**config.mk**
```make
export PLATFORM = sky130hd
export DESIGN_NAME = piecewise_linear_colormap_core
export DESIGN_NICKNAME = d
export VERILOG_FILES = /design/src/rtl/plc_pkg.sv /design/src/rtl/piecewise_linear_colormap_core.sv /design/src/rtl/plc_front.sv /design/src/rtl/plc_interp.sv
export SDC_FILE = /design/constraint.sdc
export NUM_CORES = 2
export LEC_CHECK = 0
export BUFFER_PORTS_ARGS = -buffer_cell sky130_fd_sc_hd__buf_4
export CAP_MARGIN = 10
export CORE_ASPECT_RATIO = 1.25
export CORE_MARGIN = 8
export CORE_UTILIZATION = 30
export DETAILED_ROUTE_END_ITERATION = 8
export GPL_ROUTABILITY_DRIVEN = 0
export SLEW_MARGIN = 40
export SYNTH_ARGS = -nofsm -noshare
export SYNTH_HDL_FRONTEND = slang
export SYNTH_SLANG_ARGS = --single-unit
export TNS_END_PERCENT = 30
```
**constraint.sdc**
```tcl
create_clock -name clk_i -period 9.6 [get_ports clk_i]
set_input_delay 1.92 -clock clk_i [delete_from_list [all_inputs] [get_ports clk_i]]
set_output_delay 1.92 -clock clk_i [all_outputs]
set_load 0.02 [all_outputs]
```
**src/rtl/plc_pkg.sv**
```systemverilog
`timescale 1ns / 1ps

package plc_pkg;

  // Colour map selector codes; anything above MAP_BLUERED gives black
  typedef enum logic [3:0] {
    MAP_VIRIDIS = 4'd0,
    MAP_INFERNO = 4'd1,
    MAP_PLASMA  = 4'd2,
    MAP_MAGMA   = 4'd3,
    MAP_JET     = 4'd4,
    MAP_HOT     = 4'd5,
    MAP_COOL    = 4'd6,
    MAP_GRAY    = 4'd7,
    MAP_BLUERED = 4'd8
  } map_e;

  localparam logic [3:0] NUM_MAPS = 4'd9;
  localparam int         MAX_SEG  = 5;

  // Segment start points, resolved to fixed point where the precision is known
  typedef enum logic [3:0] {
    BP_ZERO,
    BP_EIGHTH1,
    BP_EIGHTH2,
    BP_EIGHTH3,
    BP_EIGHTH4,
    BP_EIGHTH5,
    BP_EIGHTH6,
    BP_EIGHTH7,
    BP_PCT33,
    BP_PCT66
  } bp_code_e;

  // Segment slope reciprocals
  typedef enum logic [2:0] {
    RC_ONE,
    RC_FOUR,
    RC_EIGHT,
    RC_33,
    RC_34
  } rc_e;

  // One segment: anchors held doubled, channel 0 red, 1 green, 2 blue
  typedef struct packed {
    bp_code_e        bp;
    rc_e             rc;
    logic [2:0][8:0] c0;
    logic [2:0][8:0] c1;
  } seg_t;

  // Segment data handed from the front end to the interpolator
  typedef struct packed {
    rc_e             rc;
    logic [2:0][8:0] c0;
    logic [2:0][9:0] delta;
    logic            black;
  } seg_info_t;

  function automatic seg_t mk_seg(input bp_code_e bp, input rc_e rc,
                                  input int r0, input int g0, input int b0,
                                  input int r1, input int g1, input int b1);
    seg_t s;
    s.bp    = bp;
    s.rc    = rc;
    s.c0[0] = 9'(r0);
    s.c0[1] = 9'(g0);
    s.c0[2] = 9'(b0);
    s.c1[0] = 9'(r1);
    s.c1[1] = 9'(g1);
    s.c1[2] = 9'(b1);
    return s;
  endfunction

  // Number of segments in each map
  function automatic logic [2:0] map_nseg(input logic [3:0] sel);
    logic [2:0] n;
    case (sel)
      MAP_VIRIDIS: n = 3'd4;
      MAP_INFERNO: n = 3'd3;
      MAP_PLASMA:  n = 3'd3;
      MAP_MAGMA:   n = 3'd3;
      MAP_JET:     n = 3'd5;
      MAP_HOT:     n = 3'd3;
      default:     n = 3'd1;
    endcase
    return n;
  endfunction

  // Segment table of all maps
  function automatic seg_t seg_def(input logic [3:0] sel, input logic [2:0] k);
    seg_t s;
    s = mk_seg(BP_ZERO, RC_ONE, 0, 0, 0, 0, 0, 0);
    case (sel)
      MAP_VIRIDIS: begin
        case (k)
          3'd0:    s = mk_seg(BP_ZERO,    RC_FOUR, 136,   2, 168, 118, 164, 278);
          3'd1:    s = mk_seg(BP_EIGHTH2, RC_FOUR, 118, 164, 278,  66, 290, 280);
          3'd2:    s = mk_seg(BP_EIGHTH4, RC_FOUR,  66, 290, 280, 188, 402, 196);
          3'd3:    s = mk_seg(BP_EIGHTH6, RC_FOUR, 188, 402, 196, 506, 462,  74);
          default: s = mk_seg(BP_ZERO,    RC_ONE,    0,   0,   0,   0,   0,   0);
        endcase
      end
      MAP_INFERNO: begin
        case (k)
          3'd0:    s = mk_seg(BP_ZERO,  RC_33,   0,   0,   0, 174,  32, 220);
          3'd1:    s = mk_seg(BP_PCT33, RC_33, 174,  32, 220, 376, 110, 168);
          3'd2:    s = mk_seg(BP_PCT66, RC_34, 376, 110, 168, 504, 472, 148);
          default: s = mk_seg(BP_ZERO,  RC_ONE,  0,   0,   0,   0,   0,   0);
        endcase
      end
      MAP_PLASMA: begin
        case (k)
          3'd0:    s = mk_seg(BP_ZERO,  RC_33,  26,  16, 270, 252,   6, 278);
          3'd1:    s = mk_seg(BP_PCT33, RC_33, 252,   6, 278, 408, 142, 228);
          3'd2:    s = mk_seg(BP_PCT66, RC_34, 408, 142, 228, 480, 430, 100);
          default: s = mk_seg(BP_ZERO,  RC_ONE,  0,   0,   0,   0,   0,   0);
        endcase
      end
      MAP_MAGMA: begin
        case (k)
          3'd0:    s = mk_seg(BP_ZERO,  RC_33,   0,   0,   0, 160,  36, 240);
          3'd1:    s = mk_seg(BP_PCT33, RC_33, 160,  36, 240, 360, 100, 180);
          3'd2:    s = mk_seg(BP_PCT66, RC_34, 360, 100, 180, 504, 440, 360);
          default: s = mk_seg(BP_ZERO,  RC_ONE,  0,   0,   0,   0,   0,   0);
        endcase
      end
      MAP_JET: begin
        case (k)
          3'd0:    s = mk_seg(BP_ZERO,    RC_EIGHT,   0,   0, 256,   0,   0, 510);
          3'd1:    s = mk_seg(BP_EIGHTH1, RC_FOUR,    0,   0, 510,   0, 510, 510);
          3'd2:    s = mk_seg(BP_EIGHTH3, RC_FOUR,    0, 510, 510, 510, 510,   0);
          3'd3:    s = mk_seg(BP_EIGHTH5, RC_FOUR,  510, 510,   0, 510,   0,   0);
          3'd4:    s = mk_seg(BP_EIGHTH7, RC_EIGHT, 510,   0,   0, 255,   0,   0);
          default: s = mk_seg(BP_ZERO,    RC_ONE,     0,   0,   0,   0,   0,   0);
        endcase
      end
      MAP_HOT: begin
        case (k)
          3'd0:    s = mk_seg(BP_ZERO,  RC_33,   0,   0,   0, 510,   0,   0);
          3'd1:    s = mk_seg(BP_PCT33, RC_33, 510,   0,   0, 510, 510,   0);
          3'd2:    s = mk_seg(BP_PCT66, RC_34, 510, 510,   0, 510, 510, 510);
          default: s = mk_seg(BP_ZERO,  RC_ONE,  0,   0,   0,   0,   0,   0);
        endcase
      end
      MAP_COOL:    s = mk_seg(BP_ZERO, RC_ONE,   0, 510, 510, 510,   0, 510);
      MAP_GRAY:    s = mk_seg(BP_ZERO, RC_ONE,   0,   0,   0, 510, 510, 510);
      MAP_BLUERED: s = mk_seg(BP_ZERO, RC_ONE,   0,   0, 510, 510,   0,   0);
      default:     s = mk_seg(BP_ZERO, RC_ONE,   0,   0,   0,   0,   0,   0);
    endcase
    return s;
  endfunction

endpackage

```
**src/rtl/piecewise_linear_colormap_core.sv**
```systemverilog
`timescale 1ns / 1ps
// Scalar to RGB colour map, piecewise linear.
// Input channel: in_valid_i / in_stall_o carry one signed Q16 sample per
// transaction on sample_value_i; it is clamped to 0..1.0 before mapping.
// Output channel: out_valid_o / out_stall_i carry one pixel per transaction
// on red_o, green_o and blue_o.
// Configuration: map_select_i is written whenever map_select_we_i is high;
// write it only while no transaction is in flight. Codes above 8 give black.
// From input transaction to output valid a sample passes clamp, segment
// choice, position multiply, slope multiply and saturation. One sample is
// taken every cycle while no stall holds the pipeline; the rate is set by the
// five-register pipeline, with at most one multiply per channel in each stage.
// Reset clears all valid bits and sets the map to viridis.
// When the receiver stalls, the pipeline fills up behind the output register
// and in_stall_o rises only once every stage holds a pixel; nothing is lost
// or repeated.
module piecewise_linear_colormap_core import plc_pkg::*; #(
  parameter int FRAC_BITS = 16
) (
  input  logic               clk_i,
  input  logic               rst_ni,
  input  logic               map_select_we_i,
  input  logic [3:0]         map_select_i,
  input  logic               in_valid_i,
  output logic               in_stall_o,
  input  logic signed [17:0] sample_value_i,
  output logic               out_valid_o,
  input  logic               out_stall_i,
  output logic [7:0]         red_o,
  output logic [7:0]         green_o,
  output logic [7:0]         blue_o
);

  logic [3:0]         map_sel_r_q;
  logic               front_ready;
  logic               mid_valid;
  logic               mid_ready;
  logic [FRAC_BITS:0] mid_diff;
  seg_info_t          mid_info;

  // Map selection register
  always_ff @(posedge clk_i or negedge rst_ni) begin
    if (!rst_ni) begin
      map_sel_r_q <= MAP_VIRIDIS;
    end else if (map_select_we_i) begin
      map_sel_r_q <= map_select_i;
    end
  end

  plc_front #(
    .FRAC_BITS(FRAC_BITS)
  ) u_front (
    .clk_i         (clk_i),
    .rst_ni        (rst_ni),
    .in_valid_i    (in_valid_i),
    .in_ready_o    (front_ready),
    .sample_value_i(sample_value_i),
    .map_sel_i     (map_sel_r_q),
    .out_valid_o   (mid_valid),
    .out_ready_i   (mid_ready),
    .diff_o        (mid_diff),
    .info_o        (mid_info)
  );

  plc_interp #(
    .FRAC_BITS(FRAC_BITS)
  ) u_interp (
    .clk_i      (clk_i),
    .rst_ni     (rst_ni),
    .in_valid_i (mid_valid),
    .in_ready_o (mid_ready),
    .diff_i     (mid_diff),
    .info_i     (mid_info),
    .out_valid_o(out_valid_o),
    .out_ready_i(!out_stall_i),
    .red_o      (red_o),
    .green_o    (green_o),
    .blue_o     (blue_o)
  );

  assign in_stall_o = !front_ready;

  // Input only backs up when the output is full and held
  a_stall_source: assert property (@(posedge clk_i) disable iff (!rst_ni)
    in_stall_o |-> (out_valid_o && out_stall_i))
    else $error("input stalled without output backpressure");

  // With no backpressure an accepted sample reaches the output without being held
  a_latency: assert property (@(posedge clk_i) disable iff (!rst_ni)
    ($past(in_valid_i && !in_stall_o, 5) && $past(!out_stall_i, 4) &&
     $past(!out_stall_i, 3) && $past(!out_stall_i, 2) && $past(!out_stall_i, 1) &&
     $past(rst_ni, 4) && $past(rst_ni, 3) && $past(rst_ni, 2) && $past(rst_ni, 1))
    |-> out_valid_o)
    else $error("pixel did not arrive after five unstalled cycles");

  // Selector changes only through the write port
  a_sel_hold: assert property (@(posedge clk_i) disable iff (!rst_ni)
    (!map_select_we_i && (in_valid_i || out_valid_o)) |=> $stable(map_sel_r_q))
    else $error("map selection changed without a write");

endmodule

```
**src/rtl/plc_front.sv**
```systemverilog
`timescale 1ns / 1ps

module plc_front import plc_pkg::*; #(
  parameter int FRAC_BITS = 16
) (
  input  logic                    clk_i,
  input  logic                    rst_ni,
  input  logic                    in_valid_i,
  output logic                    in_ready_o,
  input  logic signed [17:0]      sample_value_i,
  input  logic [3:0]              map_sel_i,
  output logic                    out_valid_o,
  input  logic                    out_ready_i,
  output logic [FRAC_BITS:0]      diff_o,
  output seg_info_t               info_o
);

  localparam int     VW   = FRAC_BITS + 1;
  localparam int     UPSH = (FRAC_BITS >= 16) ? (FRAC_BITS - 16) : 0;
  localparam int     DNSH = (FRAC_BITS >= 16) ? 0 : (16 - FRAC_BITS);
  localparam int     SW   = 17 + UPSH;
  localparam longint ONE  = longint'(1) << FRAC_BITS;
  localparam longint BP33 = (33 * ONE + 50) / 100;
  localparam longint BP66 = (66 * ONE + 50) / 100;

  // Breakpoint code to fixed-point value
  function automatic logic [VW-1:0] bp_val(input bp_code_e c);
    logic [VW-1:0] r;
    case (c)
      BP_ZERO:    r = '0;
      BP_EIGHTH1: r = VW'(ONE / 8);
      BP_EIGHTH2: r = VW'(2 * ONE / 8);
      BP_EIGHTH3: r = VW'(3 * ONE / 8);
      BP_EIGHTH4: r = VW'(4 * ONE / 8);
      BP_EIGHTH5: r = VW'(5 * ONE / 8);
      BP_EIGHTH6: r = VW'(6 * ONE / 8);
      BP_EIGHTH7: r = VW'(7 * ONE / 8);
      BP_PCT33:   r = VW'(BP33);
      BP_PCT66:   r = VW'(BP66);
      default:    r = '0;
    endcase
    return r;
  endfunction

  logic            s1_valid_q;
  logic [VW-1:0]   s1_v_q, s1_v_d;
  logic [3:0]      s1_sel_q;
  logic            s2_valid_q;
  logic [VW-1:0]   s2_diff_q, s2_diff_d;
  seg_info_t       s2_info_q, s2_info_d;
  logic            s1_ready, s2_ready;
  logic [16:0]     clamped;
  logic [SW-1:0]   scaled;

  // Backpressure chain
  assign s2_ready   = !s2_valid_q || out_ready_i;
  assign s1_ready   = !s1_valid_q || s2_ready;
  assign in_ready_o = s1_ready;

  // Stage 1: clamp to the unit range and rescale to the working precision
  always_comb begin
    if (sample_value_i[17]) begin
      clamped = '0;
    end else if (sample_value_i > 18'sd65536) begin
      clamped = 17'd65536;
    end else begin
      clamped = sample_value_i[16:0];
    end
    scaled = (SW'(clamped) << UPSH) >> DNSH;
    s1_v_d = scaled[VW-1:0];
  end

  // Stage 2: pick the last segment whose start is not above the sample
  always_comb begin
    logic [2:0] nseg;
    logic [2:0] k;
    seg_t       cand;
    seg_t       seg_k;
    nseg = map_nseg(s1_sel_q);
    k    = '0;
    for (int i = 1; i < MAX_SEG; i++) begin
      cand = seg_def(s1_sel_q, 3'(i));
      if ((3'(i) < nseg) && (s1_v_q >= bp_val(cand.bp))) begin
        k = 3'(i);
      end
    end
    seg_k           = seg_def(s1_sel_q, k);
    s2_diff_d       = s1_v_q - bp_val(seg_k.bp);
    s2_info_d.rc    = seg_k.rc;
    s2_info_d.c0    = seg_k.c0;
    for (int c = 0; c < 3; c++) begin
      s2_info_d.delta[c] = {1'b0, seg_k.c1[c]} - {1'b0, seg_k.c0[c]};
    end
    s2_info_d.black = (s1_sel_q >= NUM_MAPS);
  end

  // Valid bits
  always_ff @(posedge clk_i or negedge rst_ni) begin
    if (!rst_ni) begin
      s1_valid_q <= 1'b0;
      s2_valid_q <= 1'b0;
    end else begin
      if (s1_ready) begin
        s1_valid_q <= in_valid_i;
      end
      if (s2_ready) begin
        s2_valid_q <= s1_valid_q;
      end
    end
  end

  // Payload
  always_ff @(posedge clk_i) begin
    if (s1_ready && in_valid_i) begin
      s1_v_q   <= s1_v_d;
      s1_sel_q <= map_sel_i;
    end
    if (s2_ready && s1_valid_q) begin
      s2_diff_q <= s2_diff_d;
      s2_info_q <= s2_info_d;
    end
  end

  assign out_valid_o = s2_valid_q;
  assign diff_o      = s2_diff_q;
  assign info_o      = s2_info_q;

endmodule

```
**src/rtl/plc_interp.sv**
```systemverilog
`timescale 1ns / 1ps

module plc_interp import plc_pkg::*; #(
  parameter int FRAC_BITS = 16
) (
  input  logic               clk_i,
  input  logic               rst_ni,
  input  logic               in_valid_i,
  output logic               in_ready_o,
  input  logic [FRAC_BITS:0] diff_i,
  input  seg_info_t          info_i,
  output logic               out_valid_o,
  input  logic               out_ready_i,
  output logic [7:0]         red_o,
  output logic [7:0]         green_o,
  output logic [7:0]         blue_o
);

  localparam int     VW  = FRAC_BITS + 1;
  localparam int     RW  = FRAC_BITS + 4;
  localparam int     TW  = FRAC_BITS + 2;
  localparam int     PW  = TW + 11;
  localparam int     AW  = FRAC_BITS + 14;
  localparam longint ONE = longint'(1) << FRAC_BITS;
  localparam longint R33 = (100 * ONE + 16) / 33;
  localparam longint R34 = (100 * ONE + 17) / 34;

  function automatic logic [RW-1:0] rcp_val(input rc_e c);
    logic [RW-1:0] r;
    case (c)
      RC_ONE:   r = RW'(ONE);
      RC_FOUR:  r = RW'(4 * ONE);
      RC_EIGHT: r = RW'(8 * ONE);
      RC_33:    r = RW'(R33);
      RC_34:    r = RW'(R34);
      default:  r = RW'(ONE);
    endcase
    return r;
  endfunction

  logic                 s3_valid_q, s4_valid_q, out_valid_q;
  logic                 s3_ready, s4_ready, out_ready;
  logic [VW+RW-1:0]     prod;
  logic [TW-1:0]        s3_t_q;
  seg_info_t            s3_info_q;
  logic signed [PW-1:0] s4_p_q [3];
  logic signed [PW-1:0] s4_p_d [3];
  logic [2:0][8:0]      s4_c0_q;
  logic                 s4_black_q;
  logic [2:0][7:0]      chan_d;
  logic [2:0][7:0]      chan_q;

  // Backpressure chain
  assign out_ready  = !out_valid_q || out_ready_i;
  assign s4_ready   = !s4_valid_q || out_ready;
  assign s3_ready   = !s3_valid_q || s4_ready;
  assign in_ready_o = s3_ready;

  // Stage 3: position within the segment
  assign prod = diff_i * rcp_val(info_i.rc);

  // Stage 4: slope times position, per channel
  always_comb begin
    for (int c = 0; c < 3; c++) begin
      s4_p_d[c] = $signed({1'b0, s3_t_q}) * $signed(s3_info_q.delta[c]);
    end
  end

  // Stage 5: add anchor, saturate to 0..255; a black selection forces zero
  always_comb begin
    logic signed [AW-1:0] acc;
    logic signed [AW-1:0] shifted;
    for (int c = 0; c < 3; c++) begin
      acc     = $signed({{(AW - FRAC_BITS - 9){1'b0}}, s4_c0_q[c], {FRAC_BITS{1'b0}}})
                + AW'(s4_p_q[c]);
      shifted = acc >>> (FRAC_BITS + 1);
      if (s4_black_q || (acc <= 0)) begin
        chan_d[c] = 8'd0;
      end else if (shifted[AW-1:8] != '0) begin
        chan_d[c] = 8'hFF;
      end else begin
        chan_d[c] = shifted[7:0];
      end
    end
  end

  // Valid bits
  always_ff @(posedge clk_i or negedge rst_ni) begin
    if (!rst_ni) begin
      s3_valid_q  <= 1'b0;
      s4_valid_q  <= 1'b0;
      out_valid_q <= 1'b0;
    end else begin
      if (s3_ready) begin
        s3_valid_q <= in_valid_i;
      end
      if (s4_ready) begin
        s4_valid_q <= s3_valid_q;
      end
      if (out_ready) begin
        out_valid_q <= s4_valid_q;
      end
    end
  end

  // Payload
  always_ff @(posedge clk_i) begin
    if (s3_ready && in_valid_i) begin
      s3_t_q    <= prod[FRAC_BITS +: TW];
      s3_info_q <= info_i;
    end
    if (s4_ready && s3_valid_q) begin
      s4_p_q     <= s4_p_d;
      s4_c0_q    <= s3_info_q.c0;
      s4_black_q <= s3_info_q.black;
    end
    if (out_ready && s4_valid_q) begin
      chan_q <= chan_d;
    end
  end

  assign out_valid_o = out_valid_q;
  assign red_o       = chan_q[0];
  assign green_o     = chan_q[1];
  assign blue_o      = chan_q[2];

endmodule
```
==> impl_metrics.csv <==
group,metric,value,unit
run_status,status,"finished clean",
logic_synthesis,syn_area,37100,µm²
cts,cts_tree,"done",
global_route,grt_pass1_vias,27100,
global_route,antenna_found_initial,1,
logic_synthesis,synth_seq_cells,275,
placed_design,io_buffers,52,
floorplanning,die_h,409,µm
sta,fin_crit_sh,73.5,%
global_route,grt_max_degree,57,
setup_path,worstPathArrival,7.33,ns
cts,root_buffer,"clkbuf_16",
setup_path,path_cells,"nand2b_1 > nor2_1 > buf_4 > and2_1 > nor2_1 > fa_1 > inv_1 > fa_1 > fa_1 > fa_1 > inv_1 > fa_1 > inv_1 > fa_1 > ha_1 > a22oi_1 > nand2_1 > a311oi_2 > o21bai_1 > a31o_2 > a311oi_2 > o21ai_1 > a21oi_1 > xnor2_1",
cells_and_area,num_antenna_cells,0,
cts,cts_buffer_depth,3,
floorplanning,core,123000,µm²
cts,cts_buffers,34,
logic_synthesis,ys_warn_count,0,
cells_and_area,final-seq-area,8210,µm²
setup_path,path_buf_inv,4,
sta,maxSlewHeadroom,39.8,%
logic_synthesis,yosys.area.top_type,"fa_1",
hold_path,hp-class,"reg -> reg",
setup_path,max_stage_delay,0.56,ns
sta,final_max_slew_viol_count,0,
cells_and_area,layout_common_cells,"685 x inv_1, 570 x fa_1, 444 x ha_1",
sta,skew,0.0261,ns
logic_synthesis,synth_area_leaders,"fa_1 31%, edfxtp_1 22%, ha_1 15%",
sta,holdWs,0.411,ns
placed_design,hpwl,68.7,mm
global_route,grt_pass1_wl,143,mm
setup_path,worst-path-max-fanout,19,
setup_path,critPathTopFamily,"adder cells",
sta,tightest_slew,0.903,ns
setup_path,crit_type,"reg -> reg",
cells_and_area,multiInputGateArea,25900,µm²
sta,period_needed,7.05,ns
logic_synthesis,synth_top_area_share,30.7,%
floorplanning,die_area,135000,µm²
detailed_routing,ant_nets,0,
setup_path,slowest_stage,"fa_1",
logic_synthesis,yosysSeqAreaShare,22.1,%
detailed_routing,wl,86.6,mm
sta,rsz0062_at_grt,"no",
logic_synthesis,synthesis.instances,3642,
detailed_routing,drcViolationCount,0,
detailed_routing,drt-initial-drc-count,1344,
logic_synthesis,synth_async_sr_flop_share,3.27,%
floorplanning,ios,53,
cells_and_area,layout_commonest_cell,"inv_1",
cells_and_area,syn_to_final_growth,9.43,%
detailed_routing,via_per_inst,4.69,
cts,cts-resized-gates,0,
global_route,grt.overflow.total,0,
setup_path,crit_required,9.88,ns
logic_synthesis,ys.flop_type,"edfxtp_1",
cells_and_area,fillers,12400,
logic_synthesis,syn_avg_cell_area,10.2,µm²
cells_and_area,drive_gt1_share,5.45,%
setup_path,worst_setup_path_end_kind,"flop",
cts,clk_latency,0.55,ns
placed_design,dp.cells,5224,
floorplanning,die-width,331,µm
cells_and_area,final_cells,5291,
detailed_routing,post_drt_wl_per_cell,16.4,µm
sta,fin_setup_tns,0,ns
cts,cts_htree_levels,2,
cells_and_area,nets,4702,
setup_path,start_kind,"flop",
floorplanning,rows,144,
cts,path_clk_slew,0.06,ns
flow_run,max_cap_violations,0,
cts,cts_num_sinks,275,
global_route,grt_usage,13.1,%
setup_path,crit_path_frequent_cell,"fa_1",
sta,final-hold-violation-count,0,
floorplanning,start_util,30.2,%
sta,fmax,0.142,GHz
logic_synthesis,synthDistinctLibCells,87,
logic_synthesis,synth_edf_count,266,
detailed_routing,vias,24800,
cts,cts_post_setup_buffers_inserted,0,
sta,setup_viol,0,
cts,ctsHoldBuffers,0,
detailed_routing,first_pass_iters,5,
[synthesized netlist by cell type (all sizes together), types with 5 or more instances]
master / n
or4: 6
clkbuf: 112
nor2: 99
nor4: 15
o31ai: 6
and3: 22
buf: 10
a31oi: 5
nor3: 31
and2: 259
dfrtp: 9
nor2b: 39
o21ai: 77
nand4: 17
nand2: 386
or3: 7
a21boi: 5
a211oi: 19
a21o: 50
nand3: 39
a211o: 6
o21bai: 13
xor2: 41
fa: 570
inv: 688
ha: 444
a21oi: 115
a22oi: 5
o211ai: 14
or2: 14
o21a: 31
nand2b: 76
xnor2: 80
edfxtp: 266
[sequential cells by signal, indices dropped and copies added (netlist names)]
register              cells
u_interp.green_o          8
u_front.s1_sel_q          4
u_interp.s3_info_q       53
u_front.s1_v_q           17
u_front.info_o           56
u_front.s1_valid_q        1
map_sel_r_q               4
u_interp.s4_c0_q         24
u_front.diff_o           17
u_interp.s3_t_q          18
u_interp.s4_p_q          52
u_front.out_valid_o       1
u_interp.s4_valid_q       1
u_interp.blue_o           8
u_interp.red_o            8
u_interp.out_valid_o      1
u_interp.s4_black_q       1
u_interp.s3_valid_q       1
[metrics by stage]
stage | worst slack (ns) | cell area, µm² | utilization [%]
2_1_floorplan | 2.82 | 37100 | -
4_1_cts | 2.43 | 40500 | 32.9
6_report | 2.55 | 40600 | 33.0
3_3_place_gp | 2.52 | 39300 | 32.0
5_1_grt | 2.07 | 40600 | 33.0
3_5_place_dp | 2.45 | 39400 | 32.0
[cells by family after synthesis]
| logic type | after synthesis | share of synthesized area [%] |
|---|---|---|
| other | 2 | 0.0202 |
| DFF | 275 | 22.1 |
| AOI/OAI and AO/OA | 393 | 7.00 |
| and+or+nand+nor | 1022 | 13.9 |
| adders and majority gates | 1014 | 45.7 |
| muxes | 5 | 0.148 |
| buffers and inverters | 810 | 8.24 |
| xor gates and xnor gates | 121 | 2.86 |
[area by class of cell]
cell class	count	share of cell area [%]
inverter	688	6.36
tap	1606	4.95
clock buffer	40	2.28
multi-input combinational	2564	63.8
sequential	275	20.2
clock inverter	20	0.404
timing repair buffer	98	2.01
[metal layers]
layer / GRT usage [%] / up-vias / wire (µm)
met1: 15.8 / 12600 / 36200
met4: 3.78 / 0 / 2440
met2: 24.2 / 488 / 45300
li1: - / 11700 / -
met3: 1.40 / 132 / 2740
met5: 0 / - / 0
[worst register-to-register path: stages (launching register included)]
cell,delay (ns)
edfxtp_1,0.39
nand2b_1,0.17
nor2_1,0.09
buf_4,0.23
and2_1,0.40
nor2_1,0.19
fa_1,0.56
inv_1,0.05
fa_1,0.46
fa_1,0.50
fa_1,0.54
inv_1,0.05
fa_1,0.47
inv_1,0.05
fa_1,0.44
ha_1,0.30
a22oi_1,0.16
nand2_1,0.09
a311oi_2,0.31
o21bai_1,0.22
a31o_2,0.31
a311oi_2,0.39
o21ai_1,0.16
a21oi_1,0.19
xnor2_1,0.07
[worst paths after layout]
kind,from,endpoint,slack (ns),depth (start not counted)
max,u_front.info_o[58],u_interp.s3_t_q[17],2.55,24
min,u_front.info_o[3],u_interp.s3_info_q[3],0.41,0
max reg2reg,u_front.info_o[58],u_interp.s3_t_q[17],2.55,24
min reg2reg,u_front.info_o[3],u_interp.s3_info_q[3],0.41,0
max in group asynchronous,rst_ni,map_sel_r_q[2],8.28,1
min in group asynchronous,rst_ni,u_interp.out_valid_o,1.18,1
Power is not shown: default switching activity piles up to over one toggle a cycle in this logic, so the estimate is an artifact.
